File: config.mk
export PLATFORM = sky130hd
export DESIGN_NAME = ptif_front
export DESIGN_NICKNAME = d
export VERILOG_FILES = /design/src/hdl/ptif_pkg.sv /design/src/hdl/ptif_front.sv
export SDC_FILE = /design/constraint.sdc
export NUM_CORES = 1
export LEC_CHECK = 0
export ABC_AREA = 1
export CORE_ASPECT_RATIO = 0.6
export CORE_MARGIN = 2
export CORE_UTILIZATION = 33
export DETAILED_ROUTE_END_ITERATION = 10
export DONT_BUFFER_PORTS = 1
export HOLD_SLACK_MARGIN = 0.02
export MAX_ROUTING_LAYER = met4
export SLEW_MARGIN = 20
export SYNTH_ARGS = -nofsm -noshare
export SYNTH_HDL_FRONTEND = slang
export SYNTH_SLANG_ARGS = --single-unit
File: constraint.sdc
create_clock -name clk -period 2.2 [get_ports clk]
set_input_delay 0.44 -clock clk [delete_from_list [all_inputs] [get_ports clk]]
set_output_delay 0.44 -clock clk [all_outputs]
set_load 0.02 [all_outputs]
File: src/hdl/ptif_pkg.sv
// ptif_pkg: shared types and constants of the per-pixel temporal iir filter
// holds the register map, the coefficient set and the state machine encodings
// no dependencies
package ptif_pkg;

	localparam int PIXELS_DEF    = 65536;
	localparam int MAX_ORDER_DEF = 6;
	localparam int NUM_COEF      = 6;
	localparam int IDX_W         = 16;
	localparam int SMP_W         = 16;
	localparam int VAL_W         = 24;
	localparam int ORD_W         = 3;
	localparam int CFG_IDX_W     = 3;
	localparam int COEF_IDX_W    = 3;
	localparam int QUEUE_DEPTH   = 2;
	localparam int ACC_W         = 52;
	localparam int PROD_W        = 48;
	localparam int FRAC_SHIFT    = 18;

	typedef enum logic [CFG_IDX_W-1:0] {
		REG_ORDER = 3'd0,
		REG_GAIN  = 3'd1,
		REG_A1    = 3'd2,
		REG_A2    = 3'd3,
		REG_A3    = 3'd4,
		REG_A4    = 3'd5,
		REG_A5    = 3'd6,
		REG_A6    = 3'd7
	} reg_idx_t;

	typedef struct packed {
		logic [ORD_W-1:0]               order;
		logic signed [VAL_W-1:0]        gain;
		logic [NUM_COEF-1:0][VAL_W-1:0] coef;
	} cfg_t;

	typedef struct packed {
		logic clearing;
		logic busy;
	} bk_status_t;

	typedef enum logic [1:0] {
		FR_IDLE,
		FR_DIV,
		FR_REM,
		FR_PUSH
	} fr_state_t;

	typedef enum logic [2:0] {
		BK_CLEAR,
		BK_IDLE,
		BK_GAIN,
		BK_MAC,
		BK_DRAIN,
		BK_ROUND
	} bk_state_t;

endpackage

File: src/hdl/ptif_front.sv
// ptif_front: accepts input beats and reduces the pixel index to a history row
// reciprocal multiply in FR_DIV, then one compare and subtract in FR_REM; depends on ptif_pkg
module ptif_front import ptif_pkg::*; #(
	parameter int PIXELS = PIXELS_DEF,
	parameter int AW     = (PIXELS > 1) ? $clog2(PIXELS) : 1
) (
	input  logic                    clk,
	input  logic                    arst_n,
	input  logic                    in_valid,
	output logic                    in_ready,
	input  logic [IDX_W-1:0]        in_pidx,
	input  logic signed [SMP_W-1:0] in_sample,
	output logic                    push,
	input  logic                    q_full,
	output logic [IDX_W-1:0]        item_pidx,
	output logic [SMP_W-1:0]        item_sample,
	output logic [AW-1:0]           item_slot
);

	// quotient estimate from floor(2^32 / PIXELS) is at most one low for a
	// 16 bit index, so a single correction step finishes the remainder
	localparam int RW = 33;
	localparam int QW = IDX_W + RW;
	localparam int PW = $clog2(PIXELS + 1);
	localparam int MW = IDX_W + PW;
	localparam logic [RW-1:0] RECIP = RW'((64'd1 << 32) / 64'(PIXELS));

	fr_state_t          state_q, state_d;
	logic [IDX_W-1:0]   pidx_q;
	logic [SMP_W-1:0]   sample_q;
	logic [IDX_W-1:0]   quo_q;
	logic [AW-1:0]      rem_q;
	logic [QW-1:0]      qprod;
	logic [MW-1:0]      rem_raw;
	logic [MW-1:0]      rem_fix;
	logic               take;

	assign qprod    = QW'(pidx_q) * QW'(RECIP);
	assign rem_raw  = MW'(pidx_q) - MW'(quo_q) * MW'(PIXELS);
	assign rem_fix  = (rem_raw >= MW'(PIXELS)) ? rem_raw - MW'(PIXELS) : rem_raw;
	assign take     = in_valid && in_ready;
	assign in_ready = (state_q == FR_IDLE);

	always_comb begin
		state_d = state_q;
		push    = 1'b0;
		unique case (state_q)
			FR_IDLE: if (in_valid) state_d = FR_DIV;
			FR_DIV:  state_d = FR_REM;
			FR_REM:  state_d = FR_PUSH;
			FR_PUSH: begin
				push = !q_full;
				if (!q_full) state_d = FR_IDLE;
			end
			default: state_d = FR_IDLE;
		endcase
	end

	always_ff @(posedge clk or negedge arst_n) begin
		if (!arst_n) begin
			state_q <= FR_IDLE;
		end else begin
			state_q <= state_d;
		end
	end

	always_ff @(posedge clk) begin
		if (take) begin
			pidx_q   <= in_pidx;
			sample_q <= in_sample;
		end
		if (state_q == FR_DIV) quo_q <= IDX_W'(qprod >> 32);
		if (state_q == FR_REM) rem_q <= AW'(rem_fix);
	end

	assign item_pidx   = pidx_q;
	assign item_sample = sample_q;
	assign item_slot   = rem_q;

endmodule

==> run summary <==
Switching power share of the total = 0.3349
Worst setup endpoint = push
Final net count = 123
Rel. slew slack = 0.7480
Final hold viol count = 0
Crit path buffers/inverters = 1
Mapped Cells = 73
TritonRoute pass-1 iters = 2
Remaining Overflow, GRT = 0
Core Footprint = 4659 µm²
Psw = 0.8424 mW
Worst path top cell family by delay = flip-flops
Leakage = 0.6266 nW
Final wirelength = 2687 µm
HP Class = input port to register
Antenna violations before repair = 0
Peak VDD IR = 0.5067 mV
CP cell instances = ha_1 > inv_1 > nor2_1
Placed insts = 138
Slew Limit Fails = 0
IO Pins = 86
Hpwl dp = 1926 µm
CTS buffer count = 5
Crit path max-delay cell type = dfrtp_1
Fmax = 592.7 MHz
Int Power = 1.673 mW
First-pass GRT wire length = 3691 µm
CTS H-tree lvls = 2
R2R Path End = item_sample[12]$_DFFE_PP_
Ant. Diodes = 0
Gp weighted congestion = 0.6450
CTS tree = yes
Levels on crit path = 3
Cell Count, Final, Fillers Out = 147
Die extent in x = 94.53 µm
Longest Clk Path Bufs = 2
Sequential area share after synthesis = 0.9190
Yosys top cell by area = edfxtp_1
Combinational share of power = 0.137
CTS Sinks = 50
Critical path fanouts, max = 4
Vias in the first global route = 729
ANT nets after route = 0
R2R depth = 5
Final setup fails = 0
Reg2Reg Setup Slack = 0.61 ns
DR DRC count = 0
Synth top area share = 0.8882
Pwr Density = 1382 nW/µm²
Area delta synth->final = 12.18%
Period utilisation layout = 0.7669
Final Skew = 0.006500 ns
Layout fillers = 454
Commonest non-fill, non-tap cell in the layout = edfxtp_1
CP endpoint kind = output pin
Max-cap violation count = 0
Post-CTS sizing = 0
Crit path from = state_q[1]$_DFFE_PN0P_
Syn nets = 113
WL per Instance = 18.28 µm
Setup TNS Final = 0 ns
Status = complete, no violations
Port Buffers = 0
WP data arrival = 1.25 ns
Top cells by area, synth = edfxtp_1, dfrtp_1, ha_1
Multi-input gate area = 105.1 µm²
CTS root buf = clkbuf_8
RSZ-0062 raised after global routing = no
Clock Latency Late Sink = 0.29 ns
Via count = 665
Sequential power share = 0.675
Syn. warnings = 0
Largest net degree at the start of global routing = 33
Sequential cell area = 1491 µm²
Crit path required time = 1.76 ns
Row count = 19
Clk pwr share = 0.189
Reg2reg start = state_q[0]$_DFFE_PN0P_
Clock-pin slew on the worst setup and hold paths = 0.08 ns
Die height = 58.32 µm
Max incr delay on CP = 0.40 ns
FF+latch count, synth = 50
Crit path kind = register to output pin
Die area = 5513 µm²
# hold bufs at CTS = 1
Most frequent cells in the layout = edfxtp_1, inv_1, nand2_1
Initial core utilization = 0.3483
Final min period = 1.687 ns
Crit path launch type = register
Share of layout cells above drive strength 1 = 0.1310
Vias per cell = 4.524
Postcts setup bufs = 0
Cell variety after synth = 8
GRT Overall Usage = 0.1010
Worst-margin pin slew = 0.3766 ns
Initial drt markers = 40
Post-synthesis average cell area = 22.23 µm²
Post-Syn Area = 1623 µm²
[power by group through the flow]
stage,Clock (mW),Combinational (mW),Sequential (mW)
final,0.474,0.344,1.70
after global routing,0.533,0.395,1.72
after detailed placement,0,0.347,1.72
after global placement,0,0.313,1.72
after CTS,0.501,0.348,1.70
after floorplan,0,0.236,1.69
[worst reg2reg max path, cell delays in order (launching register included)]
cell and delay (ns):
dfrtp_1 0.40, inv_1 0.12, ha_1 0.35, nand2_1 0.09, inv_1 0.11, buf_12 0.20
[registers in the layout, summed over array words and instances (netlist names)]
| name | cells |
|---|---|
| item_pidx | 16 |
| item_sample | 16 |
| item_slot | 16 |
| state_q | 2 |
[final cells by class]
class,instances,share of cell area
tap,63,0.04330
clock inverter,2,0.004811
timing repair buffer,3,0.02062
multi-input combinational,16,0.05773
sequential,50,0.8192
inverter,7,0.01443
clock buffer,6,0.03986
[per-stage QoR]
step	hold WS (ns)	power, mW	cell area (µm²)	utilization	worst slack [ns]
after CTS	0.2287	2.553	1821	0.3907	0.5172
after global placement	0.1445	2.031	1729	0.3711	0.7017
after detailed placement	0.1445	2.069	1729	0.3711	0.6179
after floorplan	0.1444	1.922	1623	-	0.3112
after global routing	0.2208	2.653	1821	0.3907	0.4330
final	0.2409	2.515	1821	0.3907	0.5129
[worst min-delay path by stage]
stage	cells past startpoint	slack (ns)	to	from
after detailed placement	0	0.14	state_q[0]$_DFFE_PN0P_	arst_n
final	0	0.24	item_sample[4]$_DFFE_PP_	in_sample[4]
after global placement	0	0.14	state_q[0]$_DFFE_PN0P_	arst_n
after floorplan	0	0.14	state_q[0]$_DFFE_PN0P_	arst_n
after global routing	0	0.22	item_sample[13]$_DFFE_PP_	in_sample[13]
after CTS	0	0.23	item_pidx[8]$_DFFE_PP_	in_pidx[8]
[per-layer routing]
metal	track usage	share of wire	vias up
met1	0.1024	0.40	317
met5	-	0	-
met2	0.1551	0.47	62
li1	-	-	284
met4	0.04762	0.0056	0
met3	0.06402	0.12	2
[cells in the mapped netlist (all sizes together)]
| cell | count |
|---|---|
| edfxtp | 48 |
| dfrtp | 2 |
| ha | 4 |
| nand3 | 2 |
| nand2 | 9 |
| nor2 | 1 |
| inv | 7 |
[kinds of logic after synthesis]
kind of cell,count (synthesis),share of synthesized area
AND/OR/NAND/NOR,12,0.03392
flip-flops,50,0.9190
adder cells (fa/ha/maj),4,0.03084
buffers and inverters,7,0.01619
(Power assumes the default switching activity.)
