### src/hdl/ptif_pkg.sv
// ptif_pkg: shared types and constants of the per-pixel temporal iir filter
// holds the register map, the coefficient set and the state machine encodings
// no dependencies
package ptif_pkg;

	localparam int PIXELS_DEF    = 65536;
	localparam int MAX_ORDER_DEF = 6;
	localparam int NUM_COEF      = 6;
	localparam int IDX_W         = 16;
	localparam int SMP_W         = 16;
	localparam int VAL_W         = 24;
	localparam int ORD_W         = 3;
	localparam int CFG_IDX_W     = 3;
	localparam int COEF_IDX_W    = 3;
	localparam int QUEUE_DEPTH   = 2;
	localparam int ACC_W         = 52;
	localparam int PROD_W        = 48;
	localparam int FRAC_SHIFT    = 18;

	typedef enum logic [CFG_IDX_W-1:0] {
		REG_ORDER = 3'd0,
		REG_GAIN  = 3'd1,
		REG_A1    = 3'd2,
		REG_A2    = 3'd3,
		REG_A3    = 3'd4,
		REG_A4    = 3'd5,
		REG_A5    = 3'd6,
		REG_A6    = 3'd7
	} reg_idx_t;

	typedef struct packed {
		logic [ORD_W-1:0]               order;
		logic signed [VAL_W-1:0]        gain;
		logic [NUM_COEF-1:0][VAL_W-1:0] coef;
	} cfg_t;

	typedef struct packed {
		logic clearing;
		logic busy;
	} bk_status_t;

	typedef enum logic [1:0] {
		FR_IDLE,
		FR_DIV,
		FR_REM,
		FR_PUSH
	} fr_state_t;

	typedef enum logic [2:0] {
		BK_CLEAR,
		BK_IDLE,
		BK_GAIN,
		BK_MAC,
		BK_DRAIN,
		BK_ROUND
	} bk_state_t;

endpackage

### src/hdl/ptif_queue.sv
// ptif_queue: short fifo between the front and the back
// depends on ptif_pkg for its depth
module ptif_queue import ptif_pkg::*; #(
	parameter int W = 8
) (
	input  logic         clk,
	input  logic         arst_n,
	input  logic         push,
	input  logic [W-1:0] wdata,
	output logic         full,
	input  logic         pop,
	output logic         not_empty,
	output logic [W-1:0] rdata
);

	localparam int PW = (QUEUE_DEPTH > 1) ? $clog2(QUEUE_DEPTH) : 1;
	localparam int CW = $clog2(QUEUE_DEPTH + 1);

	logic [W-1:0]  slots_q [QUEUE_DEPTH];
	logic [PW-1:0] wr_ptr_q, rd_ptr_q;
	logic [CW-1:0] count_q;

	assign full      = (count_q == CW'(QUEUE_DEPTH));
	assign not_empty = (count_q != '0);
	assign rdata     = slots_q[rd_ptr_q];

	always_ff @(posedge clk or negedge arst_n) begin
		if (!arst_n) begin
			wr_ptr_q <= '0;
			rd_ptr_q <= '0;
			count_q  <= '0;
		end else begin
			if (push) wr_ptr_q <= (wr_ptr_q == PW'(QUEUE_DEPTH - 1)) ? '0 : wr_ptr_q + 1'b1;
			if (pop)  rd_ptr_q <= (rd_ptr_q == PW'(QUEUE_DEPTH - 1)) ? '0 : rd_ptr_q + 1'b1;
			if (push && !pop) count_q <= count_q + 1'b1;
			else if (pop && !push) count_q <= count_q - 1'b1;
		end
	end

	always_ff @(posedge clk) begin
		if (push) slots_q[wr_ptr_q] <= wdata;
	end

endmodule

### config.mk
export PLATFORM = sky130hd
export DESIGN_NAME = ptif_queue
export DESIGN_NICKNAME = d
export VERILOG_FILES = /design/src/hdl/ptif_pkg.sv /design/src/hdl/ptif_queue.sv
export SDC_FILE = /design/constraint.sdc
export NUM_CORES = 1
export LEC_CHECK = 0
export BUFFER_PORTS_ARGS = -buffer_cell sky130_fd_sc_hd__buf_2
export CAP_MARGIN = 0
export CORE_MARGIN = 8
export CORE_UTILIZATION = 52
export DETAILED_ROUTE_END_ITERATION = 12
export GPL_TIMING_DRIVEN = 0
export PLACE_DENSITY = 0.88
export SLEW_MARGIN = 25
export SYNTH_ARGS = -nofsm -noshare
export SYNTH_HDL_FRONTEND = slang
export SYNTH_SLANG_ARGS = --single-unit
### constraint.sdc
create_clock -name clk -period 1.89 [get_ports clk]
set_clock_uncertainty 0.05 [all_clocks]
set_input_delay 0 -clock clk [delete_from_list [all_inputs] [get_ports clk]]
set_output_delay 0 -clock clk [all_outputs]
set_load 0.01 [all_outputs]
==> flow_summary.json, run 1 <==
{
  "maxCapViolations": 0,
  "grt_pass1_wl_um": 2350,
  "postCtsSetupRepairBufs": 0,
  "routed_via_density": 5.01,
  "arrival_ns": 1.29,
  "worstHoldStart": "wdata[6]",
  "p_total_uw": 1350,
  "fill_cells": 90,
  "hold_viol": 0,
  "r2r-start": "wr_ptr_q",
  "tightest_slew_ns": 0.711,
  "core-area_um2": 1450,
  "synthArstFlopShare": 0.200,
  "antenna_cells": 0,
  "yosysSeqAreaShare": 0.751,
  "reg2reg_depth": 1,
  "finalCritPeriodShare": 0.747,
  "io_pins": 22,
  "setup_viol": 0,
  "grt_pass1_vias": 543,
  "slowest_delay_ns": 0.57,
  "power.leakage_uw": 0.000436,
  "syn_area_um2": 773,
  "drv_slew": 0,
  "clk_path_buf_depth": 2,
  "p_per_area_nw_per_um2": 1280,
  "yosys.area.top_type": "edfxtp_1",
  "synthToLayoutAreaGrowth_pct": 36.4,
  "row_count": 14,
  "holdPathStages": 2,
  "dr.pass1.iters": 2,
  "irDropWorstVdd_uv": 644,
  "max_freq_ghz": 0.709,
  "regToRegSetupSlack_ns": 0.48,
  "htreeDepth": 1,
  "crit_type": "register to register",
  "multi_input_area_um2": 178,
  "syn_inst": 41,
  "yosysTopAreaCellShare": 0.621,
  "ys.flop_type": "edfxtp_1",
  "placed_cell_area_um2": 898,
  "die_x_um": 54.6,
  "drive_gt1_frac": 0.462,
  "min_to": "slots_q[1][6]",
  "clock_sinks": 20,
  "cpLargestDelayFamily": "simple AND/OR/NAND/NOR gates",
  "tns_ns": 0,
  "path_clk_slew_ns": 0.11,
  "drt_iter0_drc": 3,
  "crit_path_max_fanout": 8,
  "status": "finished clean",
  "layout.nets": 92,
  "root_buffer": "clkbuf_4",
  "cts_tree": "built",
  "fin_area_um2": 1050,
  "ant_nets": 0,
  "pre_cts_slack_ns": 0.477,
  "cts_buffers": 3,
  "dieHeight_um": 54.6,
  "clk_latency_ns": 0.29,
  "crit_slowest_cell": "nor2b_1",
  "cp-start-kind": "register",
  "regToRegEndpoint": "slots_q[0][5]",
  "fin_ws_ns": 0.479,
  "cp-end-kind": "register",
  "synth_commonest_cells": "edfxtp_1 (16), mux2_2 (8), dfrtp_1 (4), xor2_1 (4)",
  "synth.distinct_cells": 13,
  "ys_ff_latch": 20,
  "syn_area_per_cell_um2": 18.9,
  "synthesis.nets": 54,
  "wl_um": 1470,
  "critPathBufInv": 0,
  "avgRoutedWirePerCell_um": 15.6,
  "slew_headroom": 0.525,
  "die-area_um2": 2980,
  "regArea_um2": 581,
  "yosys-top-cells-area": "edfxtp_1 (62%), dfrtp_1 (13%), mux2_2 (12%), xor2_1 (4.5%), ha_1 (1.6%)",
  "gp_congestion": 0.652,
  "synth-edff-count": 16,
  "portBuffers": 21,
  "required_ns": 1.77,
  "antenna_found_initial": 0,
  "grtUsageTotal": 0.113,
  "grt_max_degree": 12,
  "synth.most_common_cell": "edfxtp_1",
  "rsz0062_at_grt": "no",
  "ctsHoldBuffers": 12,
  "cp_cell_sequence": "nor2b_1",
  "start_util": 0.532,
  "hold_class": "input port to register",
  "vias": 471,
  "ys_warn_count": 0,
  "min_period_ns": 1.41,
  "grt_overflow": 0,
  "remaining_drc_errors": 0,
  "cts.repair.resized": 0
}
layout make-up:
| cell class | instances | share of cell area |
|---|---|---|
| Sequential cell | 20 | 0.550 |
| Clock buffer | 4 | 0.0344 |
| Multi-Input combinational cell | 19 | 0.168 |
| Tap cell | 16 | 0.0190 |
| Timing Repair Buffer | 33 | 0.214 |
| Buffer | 1 | 0.0107 |
| Inverter | 1 | 0.00356 |
worst max-delay path by stage:
stage / from / endpoint / depth (start not counted)
after floorplan: wr_ptr_q / slots_q[0][0] / 1
after global placement: wr_ptr_q / slots_q[0][2] / 1
after detailed placement: wr_ptr_q / slots_q[0][7] / 1
after CTS: wr_ptr_q / slots_q[0][3] / 1
after global routing: wr_ptr_q / slots_q[0][7] / 1
final: wr_ptr_q / slots_q[0][5] / 1
per-stage QoR:
step | util | hold WS [ns] | std cells
4_1_cts | 0.725 | 0.370 | 94
2_1_floorplan | - | -0.346 | 41
3_5_place_dp | 0.618 | -0.242 | 78
3_3_place_gp | 0.618 | -0.244 | 78
6_report | 0.725 | 0.381 | 94
5_1_grt | 0.725 | 0.368 | 94
layout by cell type, fill, tap and decap left out:
cell	synthesis	routed
and2_1	1	1
and2b_2	1	1
buf_2	0	21
buf_6	1	1
clkbuf_4	0	3
clkbuf_8	0	1
dfrtp_1	4	4
dlygate4sd3_1	0	12
edfxtp_1	16	16
ha_1	1	1
inv_1	1	1
mux2_2	8	8
nor2_1	1	1
nor2b_1	1	1
or2_2	1	1
xnor2_1	1	1
xor2_1	4	4
layer usage:
metal | vias up | wire length [µm] | track usage
li1 | 220 | - | -
met1 | 232 | 562 | 0.106
met2 | 15 | 839 | 0.225
met3 | 4 | 47 | 0.0245
met4 | 0 | 17 | 0.0492
met5 | - | 0 | 0
report_power, final:
part	internal, µW	switching, µW	total, µW	leakage (µW)
logic	236	217	453	0.000219
clock network	117	121	238	0.0000210
registers	599	54.9	654	0.000197
total	952	394	1350	0.000436
registers in the layout, indices dropped and copies added (netlist names):
name and flops:
slots_q 16, count_q 2, wr_ptr_q 1, rd_ptr_q 1
kinds of logic (layout without fill, tap and decap cells):
kind of cell | after synthesis | in the layout | synth area share
XOR/XNOR | 5 | 5 | 0.0566
adder cells (fa/ha/maj) | 1 | 1 | 0.0162
buffers and inverters | 2 | 39 | 0.0194
flip-flops | 20 | 20 | 0.751
AND/OR/NAND/NOR | 5 | 5 | 0.0405
multiplexers | 8 | 8 | 0.117
(Power assumes the default switching activity.)
==> inputs of run 2 (changes only) <==
Settings changed: CORE_UTILIZATION 52 to 44, PLACE_DENSITY 0.88 to 0.8.
Clock period 1.89 ns to 1.28 ns, I/O delays scaled along.
==> run 2 against run 1 <==
- the run now ends with negative setup slack left
- clock power increased by 48%
- non-clock buffer count unchanged
- final cell count increased by 1.1%
- sequential share of layout area decreased by 3.1 points
- register-to-register slack got worse by 0.40 ns
- power increased by 62%
- wire length decreased by 2.2%
- combinational power increased by 90%
- hold slack got worse by 0.0033 ns
- critical path depth increased by 2
- critical endpoint is now rdata[2]
- largest cell class unchanged
==> flow_summary.json, run 2 (same netlist as run 1, synthesis figures left out) <==
{
  "remaining_drc_errors": 0,
  "dieHeight_um": 57.9,
  "drv_slew": 0,
  "fin_ws_ns": -0.0323,
  "rsz0062_at_grt": "yes",
  "grt_pass1_vias": 484,
  "irDropWorstVdd_uv": 855,
  "max_freq_ghz": 0.762,
  "antenna_found_initial": 0,
  "crit_type": "register to primary output",
  "portBuffers": 21,
  "drt_iter0_drc": 9,
  "row_count": 15,
  "violations": "negative setup slack",
  "setup_viol": 8,
  "reg2reg_depth": 1,
  "power.internal_uw": 1560,
  "clock_sinks": 20,
  "hold_viol": 0,
  "regToRegSetupSlack_ns": 0.08,
  "slew_headroom": 0.710,
  "switching_power_uw": 615,
  "synthToLayoutAreaGrowth_pct": 44.7,
  "timing.critical_path.from": "rd_ptr_q",
  "io_pins": 22,
  "vias": 454,
  "grt_overflow": 0,
  "final_cell_mix": "edfxtp_1 (16), dlygate4sd3_1 (12), buf_2 (12)",
  "clock_power_share": 0.162,
  "start_util": 0.458,
  "grt_pass1_wl_um": 2370,
  "r2r-start": "wr_ptr_q",
  "root_buffer": "clkbuf_4",
  "die_x_um": 57.9,
  "worstHoldStart": "pop",
  "grtUsageTotal": 0.0952,
  "status": "finished with violations",
  "cpLargestDelayFamily": "flip-flops",
  "core-area_um2": 1690,
  "path_common_cell": "buf_6",
  "regMostFlops": "slots_q",
  "ant_nets": 0,
  "dr.pass1.iters": 2,
  "clk_latency_ns": 0.29,
  "path_clk_slew_ns": 0.10,
  "dpl.hpwl_um": 996,
  "die-area_um2": 3350,
  "clk_path_buf_depth": 2,
  "wl_um": 1430,
  "htreeDepth": 1,
  "min_period_ns": 1.31,
  "crit_end": "rdata[2]",
  "regToRegEndpoint": "slots_q[0][3]",
  "cts_tree": "built",
  "cts_buffers": 3,
  "cp_cell_sequence": "buf_6 -> mux2_2 -> buf_6",
  "power.share.switching": 0.283,
  "mostFrequentLayoutCell": "edfxtp_1",
  "crit_slowest_cell": "dfrtp_1",
  "fin_util": 0.662,
  "avgRoutedWirePerCell_um": 15.1,
  "slowest_delay_ns": 0.36,
  "arrival_ns": 1.26,
  "largestRegisters": "slots_q x16, count_q x2",
  "cp-start-kind": "register",
  "p_per_area_nw_per_um2": 1940,
  "maxCapViolations": 0,
  "power.leakage_uw": 0.000464,
  "comb_power_share": 0.396,
  "finalCritPeriodShare": 1.03,
  "crit_cells": 3,
  "antenna_cells": 0,
  "grt_max_degree": 12,
  "cp-end-kind": "primary output",
  "hold_class": "input port to register",
  "layout.nets": 92,
  "largest_reg_flops": 16,
  "p_seq_frac": 0.442,
  "crit_path_max_fanout": 9,
  "routed_via_density": 4.78,
  "tightest_slew_ns": 0.433,
  "drive_gt1_frac": 0.474,
  "timing.hold.ws_ns": 0.377,
  "gp_congestion": 0.650,
  "required_ns": 1.23,
  "critPathBufInv": 2
}
-- run 2: cell types whose count changed in the layout (fill, tap and decap cells not counted) --
cell     change
buf_4        +1
mux2_2       -2
nor2b_1      -1
buf_6        +8
nor2b_2      +1
mux2_4       +2
buf_2        -9
-- run 2: area by class of cell --
| class | instances | area (µm²) |
|---|---|---|
| buffer | 1 | 11.3 |
| inverter | 1 | 3.75 |
| timing repair buffer | 33 | 278 |
| sequential | 20 | 581 |
| tap | 17 | 21.3 |
| fill | 129 | 571 |
| clock buffer | 4 | 36.3 |
| multi-input combinational | 19 | 188 |
-- run 2: worst min-delay path by stage --
stage          depth (start not counted)  slack (ns)            end
2_1_floorplan                          0       -0.35     count_q[0]
5_1_grt                                2        0.36  slots_q[1][5]
3_5_place_dp                           1       -0.24       wr_ptr_q
6_report                               2        0.38       rd_ptr_q
3_3_place_gp                           1       -0.24     count_q[0]
4_1_cts                                2        0.36  slots_q[1][7]
-- run 2: metrics by stage --
step / std cells / instance area (µm²) / setup slack (ns) / power, µW / TNS [ns]
floorplan: 41 / 773 / 0.0683 / 1390 / 0
finish: 95 / 1120 / -0.0323 / 2170 / -0.196
global placement: 79 / 900 / -0.110 / 1590 / -0.882
detailed placement: 79 / 900 / -0.137 / 1630 / -1.10
global route: 95 / 1120 / -0.0914 / 2300 / -0.667
CTS: 96 / 1120 / -0.0495 / 2180 / -0.339
-- run 2: routing by layer --
layer  wire length [µm]  track usage  part of all wire
met5                  0            0                 0
met4                  8       0.0420            0.0056
met3                 55       0.0265             0.038
met2                796        0.167              0.56
met1                573        0.104              0.40
-- run 2: power groups by stage --
stage                     Sequential [µW]  Clock (µW)  Combinational [µW]
after floorplan                       953           0                 433
after global placement                962           0                 625
after detailed placement              977           0                 654
after CTS                             963         362                 854
after global routing                  982         388                 935
final                                 961         352                 862
-- run 2: what timing repair did --
item,CTS,global route
pin swaps,0,2
endpoints found under the setup margin,16,9
endpoints found under the hold margin,22,0
hold buffers,12,0
setup buffers,1,0
gates resized for setup,9,2
